--- src/rtl/core/vwsh_pkg.sv ---
// Constants and helpers shared by the variable-width string hash block.
`default_nettype none

package vwsh_pkg;

   localparam int BYTE_W        = 8;
   localparam int HASH_W        = 64;
   localparam int CNT_W         = 64;
   localparam int BITS_W        = 7;
   localparam int MULT_W        = 20;
   localparam int HALF_W        = HASH_W / 2;
   localparam int LO_PROD_W     = HALF_W + MULT_W;
   localparam int SEED_SHIFT    = 7;
   localparam int MAX_HASH_BITS = 64;

   localparam logic [MULT_W-1:0] HASH_MULT     = MULT_W'(1000003);
   localparam logic [BITS_W-1:0] HASH_BITS_RST = BITS_W'(64);
   localparam logic [BITS_W-1:0] MAX_BITS_CODE = BITS_W'(MAX_HASH_BITS);

   typedef logic [HASH_W-1:0] hash_type;

   // Low "bits" ones, width clamped to MAX_HASH_BITS.
   function automatic hash_type width_mask(input logic [BITS_W-1:0] bits);
      logic [BITS_W-1:0] w;
      hash_type          m;
      w = (bits > MAX_BITS_CODE) ? MAX_BITS_CODE : bits;
      if (w >= BITS_W'(HASH_W)) begin
         m = '1;
      end else begin
         m = ~(hash_type'('1) << w);
      end
      return m;
   endfunction

endpackage

`default_nettype wire

--- src/rtl/core/variable_width_string_hash_top.sv ---
// Variable-width string hash: byte stream in, one masked hash per string out.
// Result path: a last byte goes through the input reg, then the result reg.
// Throughput: one byte per cycle; the per-byte multiply/XOR/mask recurrence
// closes through the running hash register. A last byte waits only while a result stalls.
// Reset: synchronous, active high; clears hash, count and valids, sets the start flag,
// and sets hash_bits to 64.
`default_nettype none

module variable_width_string_hash_top (
   input  wire                               clock,
   input  wire                               reset,
   input  wire                               req_valid,
   output logic                              req_ready,
   input  wire  [vwsh_pkg::BYTE_W-1:0]       req_data_byte,
   input  wire                               req_last_byte,
   output logic                              rsp_valid,
   input  wire                               rsp_ready,
   output logic [vwsh_pkg::HASH_W-1:0]       rsp_hash_value,
   input  wire                               csr_valid,
   output logic                              csr_ready,
   input  wire  [vwsh_pkg::BITS_W-1:0]       csr_hash_bits
);
   import vwsh_pkg::*;

   // input register
   logic              in_valid_ff;
   logic [BYTE_W-1:0] in_byte_ff;
   logic              in_last_ff;

   // running state
   hash_type          hash_ff,  hash_in;
   logic [CNT_W-1:0]  count_ff, count_in;
   logic              start_ff, start_in;
   logic [BITS_W-1:0] bits_ff;

   // result register
   logic              out_valid_ff, out_valid_in;
   hash_type          out_hash_ff,  out_hash_in;

   logic                 advance;
   hash_type             hash_src;
   logic [LO_PROD_W-1:0] lo_prod;
   logic [HALF_W-1:0]    hi_prod;
   hash_type             product;
   hash_type             hash_next;
   logic [CNT_W-1:0]     count_next;

   // item moves out of the input register unless its result has nowhere to go
   assign advance   = in_valid_ff && (!in_last_ff || !out_valid_ff || rsp_ready);
   assign req_ready = !in_valid_ff || advance;
   assign csr_ready = 1'b1;

   always_comb begin
      hash_src = start_ff ? (hash_type'(in_byte_ff) << SEED_SHIFT) : hash_ff;
      // 64x20 constant product mod 2^64, split in two 32-bit halves
      lo_prod  = LO_PROD_W'(hash_src[HALF_W-1:0]) * LO_PROD_W'(HASH_MULT);
      hi_prod  = hash_src[HASH_W-1:HALF_W] * HALF_W'(HASH_MULT);
      product  = hash_type'(lo_prod) + {hi_prod, HALF_W'(0)};
      hash_next  = (product ^ hash_type'(in_byte_ff)) & width_mask(bits_ff);
      count_next = count_ff + CNT_W'(1);

      hash_in      = hash_ff;
      count_in     = count_ff;
      start_in     = start_ff;
      out_valid_in = out_valid_ff && !rsp_ready;
      out_hash_in  = out_hash_ff;
      if (advance) begin
         if (in_last_ff) begin
            hash_in      = '0;
            count_in     = '0;
            start_in     = 1'b1;
            out_valid_in = 1'b1;
            out_hash_in  = hash_next ^ count_next;
         end else begin
            hash_in  = hash_next;
            count_in = count_next;
            start_in = 1'b0;
         end
      end
   end

   always_ff @(posedge clock) begin
      if (reset) begin
         in_valid_ff  <= 1'b0;
         hash_ff      <= '0;
         count_ff     <= '0;
         start_ff     <= 1'b1;
         bits_ff      <= HASH_BITS_RST;
         out_valid_ff <= 1'b0;
      end else begin
         if (req_ready) begin
            in_valid_ff <= req_valid;
         end
         hash_ff      <= hash_in;
         count_ff     <= count_in;
         start_ff     <= start_in;
         out_valid_ff <= out_valid_in;
         if (csr_valid) begin
            bits_ff <= csr_hash_bits;
         end
      end
   end

   // payload registers, no reset
   always_ff @(posedge clock) begin
      if (req_ready && req_valid) begin
         in_byte_ff <= req_data_byte;
         in_last_ff <= req_last_byte;
      end
      out_hash_ff <= out_hash_in;
   end

   assign rsp_valid      = out_valid_ff;
   assign rsp_hash_value = out_hash_ff;

endmodule

`default_nettype wire

--- config.mk ---
export PLATFORM = sky130hd
export DESIGN_NAME = variable_width_string_hash_top
export DESIGN_NICKNAME = d
export VERILOG_FILES = /design/src/rtl/core/vwsh_pkg.sv /design/src/rtl/core/variable_width_string_hash_top.sv
export SDC_FILE = /design/constraint.sdc
export NUM_CORES = 2
export LEC_CHECK = 0
export ABC_CLOCK_PERIOD_IN_PS = 8900
export BUFFER_PORTS_ARGS = -buffer_cell sky130_fd_sc_hd__buf_2
export CORE_UTILIZATION = 40
export CTS_BUF_LIST = sky130_fd_sc_hd__clkbuf_2 sky130_fd_sc_hd__clkbuf_4 sky130_fd_sc_hd__clkbuf_8
export CTS_CLUSTER_SIZE = 12
export DETAILED_ROUTE_END_ITERATION = 6
export HOLD_SLACK_MARGIN = 0.03
export PLACE_DENSITY = 0.61
export SYNTH_ARGS = -nofsm -noshare
export SYNTH_HDL_FRONTEND = slang
export SYNTH_SLANG_ARGS = --single-unit
--- constraint.sdc ---
create_clock -name clock -period 8.9 [get_ports clock]
set_input_delay 0.89 -clock clock [delete_from_list [all_inputs] [get_ports clock]]
set_output_delay 0.89 -clock clock [all_outputs]
set_load 0.02 [all_outputs]
==> out/qor.yml <==
die:
  initial_core_util_pct: 40.5
  core_area_mm2: 0.0700
  io_pins: 88
  dieArea_mm2: 0.0720
  die-height_um: 268
  row_count: 97
  die_w_um: 268
route:
  via_per_inst: 5.18
  drtPass1Iterations: 7
  route.detailed.drc: 0
  detailroute.via_count: 21800
  drt_wl_total_mm: 78.2
  wl_per_cell_um: 18.6
  ant_nets: 0
  drt_iter0_markers: 1725
worst_setup_path:
  worst-endpoint-arrival_ps: 8950
  r2r_start: "hash_ff[34]$_SDFFE_PP0P_"
  crit_path_frequent_cell: "fa_1"
  critPathCaptureType: "register"
  critPathTopFamily: "adder cells"
  cp-startpoint: "hash_ff[34]$_SDFFE_PP0P_"
  worst-setup-path-type: "register to register"
  ff2ff_path_depth: 32
  worstPathMaxFanout: 7
  required_ps: 9320
  cp-endpoint: "rsp_hash_value[61]$_DFFE_PP_"
  rr_endpoint: "rsp_hash_value[61]$_DFFE_PP_"
  critPathMaxStageDelay_ps: 570
  cp_slowest_cell: "fa_1"
  ff2ff_setup_slack_ps: 370
  crit_path_start_kind: "register"
  cp.depth: 32
  path_buf_inv: 5
synth:
  syn_nets: 3921
  synth_edf_count: 73
  synthCells: 3178
  synth_cell_types: 80
  synthArstFlopShare_pct: 0
  synthesis.area_mm2: 0.0284
  ys_ff_latch: 211
  ys.warnings.count: 0
  ys_seq_area_share_pct: 17.5
  syn_avg_cell_area_um2: 8.92
  synth_ff_type: "dfxtp_1"
global_route:
  overflow: 0
  grtUsageTotal_pct: 22.0
  antenna_found_initial: 3
  grt_pass1_wl_mm: 123
  grt_start_max_net_pins: 65
  grt_pass1_vias: 22000
finish:
  antenna_cells: 0
  final_cell_mix: "inv_1 (575), ha_1 (410), fa_1 (310)"
  layout_commonest_cell: "inv_1"
  drive_gt1_share_pct: 8.02
  fin_area_mm2: 0.0308
  final_core_util_pct: 44.0
  area_growth_pct: 8.55
  multi_input_area_mm2: 0.0209
  finalNetCount: 3985
  regArea_mm2: 0.00496
  fillers: 6958
clock_network:
  numCtsBuffers: 34
  clock_path_buffers: 3
  cts.sinks: 211
  cts_tree: "done"
  cts_setup_buffers: 0
  htreeDepth: 2
  clkLatencyLatePin_ps: 570
  cts.clk_slew.worst_paths_ps: 70
  clockRootBuffer: "clkbuf_8"
sta:
  period_needed_ps: 8530
  hold_slack_ps: 452
  fin_crit_sh_pct: 95.9
  max_slew_margin_pct: 23.2
  finalHoldViolCount: 0
  finalSetupViolCount: 0
  worst_slack_ps: 368
  tightest_slew_ps: 1150
  tns_ps: 0
  fmax_mhz: 117
  drv_slew: 0
  skew_ps: 37.5
outcome:
  status: "finished, final reports clean"
place:
  postPlaceCellArea_mm2: 0.0300
  hpwl_mm: 64.7
  place.gp.congestion: 0.954
  port_buffers: 86
  pre_cts_slack_ps: 182
pwr:
  peakVddDrop_mv: 0.127
  p_clk_share_pct: 22.4
  p_switching_uw: 1860
  pwr-share-seq_pct: 26.1
  p_sw_share_pct: 43.5
  powerDensity_mw_per_mm2: 139
  p_int_uw: 2420
  leakagePower_uw: 0.0154
  pwr-share-comb_pct: 51.4
flow_run:
  maxCapViolations: 0
worst_hold_path:
  hold_path.class: "register to register"
  worstHoldStart: "hash_ff[22]$_SDFFE_PP0P_"
==> tightest hold or removal path, cell delays in order (launching register included) <==
cell,delay (ps)
dfxtp_1,320
nand2_1,40
o21ai_0,50
==> layer usage <==
metal  vias to the layer above  part of all wire [%]  GRT usage [%]
met5                         -                 0.015              0
met4                         2                   3.5           7.20
met3                       136                   5.5           2.68
met2                       596                    46           36.4
met1                     10400                    45           29.7
li1                      10600                     -              -
==> cells by family after synthesis <==
| family | count (synthesis) | synth area share (%) |
|---|---|---|
| multiplexers | 26 | 0.944 |
| AND/OR/NAND/NOR | 766 | 13.2 |
| buffers and inverters | 694 | 9.25 |
| AO/OA/AOI/OAI | 528 | 11.9 |
| other | 1 | 0.0132 |
| flip-flops | 211 | 17.5 |
| XOR/XNOR | 230 | 7.10 |
| adder cells (fa/ha/maj) | 722 | 40.1 |
==> cell type report <==
type                            count  area share (%)
Clock inverter                     14           0.537
Tap cell                          940            3.82
Inverter                          578            7.05
Sequential cell                   211            16.1
Multi-Input combinational cell   2273            67.8
Clock buffer                       47            1.88
Timing Repair Buffer              144            2.82
==> repair_timing <==
| action | 4_1_cts | 5_1_grt |
|---|---|---|
| hold buffers | 0 | 0 |
| gates resized for setup | 0 | 22 |
| setup endpoints to repair | 0 | 16 |
| hold endpoints to repair | 0 | 0 |
==> power by group through the flow <==
stage / logic [uW] / registers, uW / clock network, uW
after floorplan: 1500 / 1150 / 0
after global placement: 2200 / 1140 / 0
after detailed placement: 2220 / 1140 / 0
after CTS: 2220 / 1120 / 972
after global routing: 2470 / 1120 / 1010
final: 2200 / 1120 / 961
==> through the flow <==
stage	cells	total power, uW
2_1_floorplan	3178	2650
3_3_place_gp	4146	3340
3_5_place_dp	4146	3360
4_1_cts	4207	4310
5_1_grt	4207	4600
6_report	4207	4280
==> worst min-delay path by stage <==
stage,cells after the start,end
global route,1,in_byte_ff[7]$_DFFE_PP_
CTS,2,hash_ff[22]$_SDFFE_PP0P_
global placement,2,hash_ff[22]$_SDFFE_PP0P_
detailed placement,2,hash_ff[22]$_SDFFE_PP0P_
finish,2,hash_ff[22]$_SDFFE_PP0P_
floorplan,2,hash_ff[22]$_SDFFE_PP0P_
==> state kept, by name, summed over array words and instances (netlist names) <==
name and cells:
start_ff 1, count_ff 64, hash_ff 64, rsp_valid 1
in_last_ff 1, in_byte_ff 8, in_valid_ff 1, rsp_hash_value 64
bits_ff 7
==> cell usage after synthesis, types with 6 or more instances <==
cell       count  area share [%]
xor2_1        57             1.8
a221oi_1       7            0.22
o21a_1        13            0.34
o21bai_1      17            0.45
buf_1         10            0.13
nand4b_1       6            0.19
nor3_1        34            0.60
fa_1         310              22
o21ai_0      102             1.8
nor2_1       252             3.3
a32oi_1        9            0.28
nand3b_1      15            0.40
nor2b_1       49             1.1
a22oi_1       19            0.50
o211ai_1      18            0.48
inv_1        577             7.6
a31o_2         6            0.19
nand2b_1      44            0.97
nand4_1       32            0.71
a21oi_1      196             3.5
or2_2         13            0.29
edfxtp_1      73             7.7
xnor2_1      173             5.3
o31ai_1        8            0.21
mux2_2         6            0.24
buf_2          6            0.11
a22o_1         8            0.25
ha_1         412              18
and4_1         9            0.28
or3_1         25            0.55
and3_1        30            0.66
clkbuf_1      94             1.2
a21o_1        40             1.1
a31oi_1        9            0.20
nand3_1       59             1.0
nor4_1        11            0.24
dfxtp_1      138             9.7
o2111ai_1      7            0.22
a211oi_1       8            0.21
and2_1        18            0.40
nand2_1      156             2.1
mux2i_1       20            0.71
(Power assumes the default switching activity.)
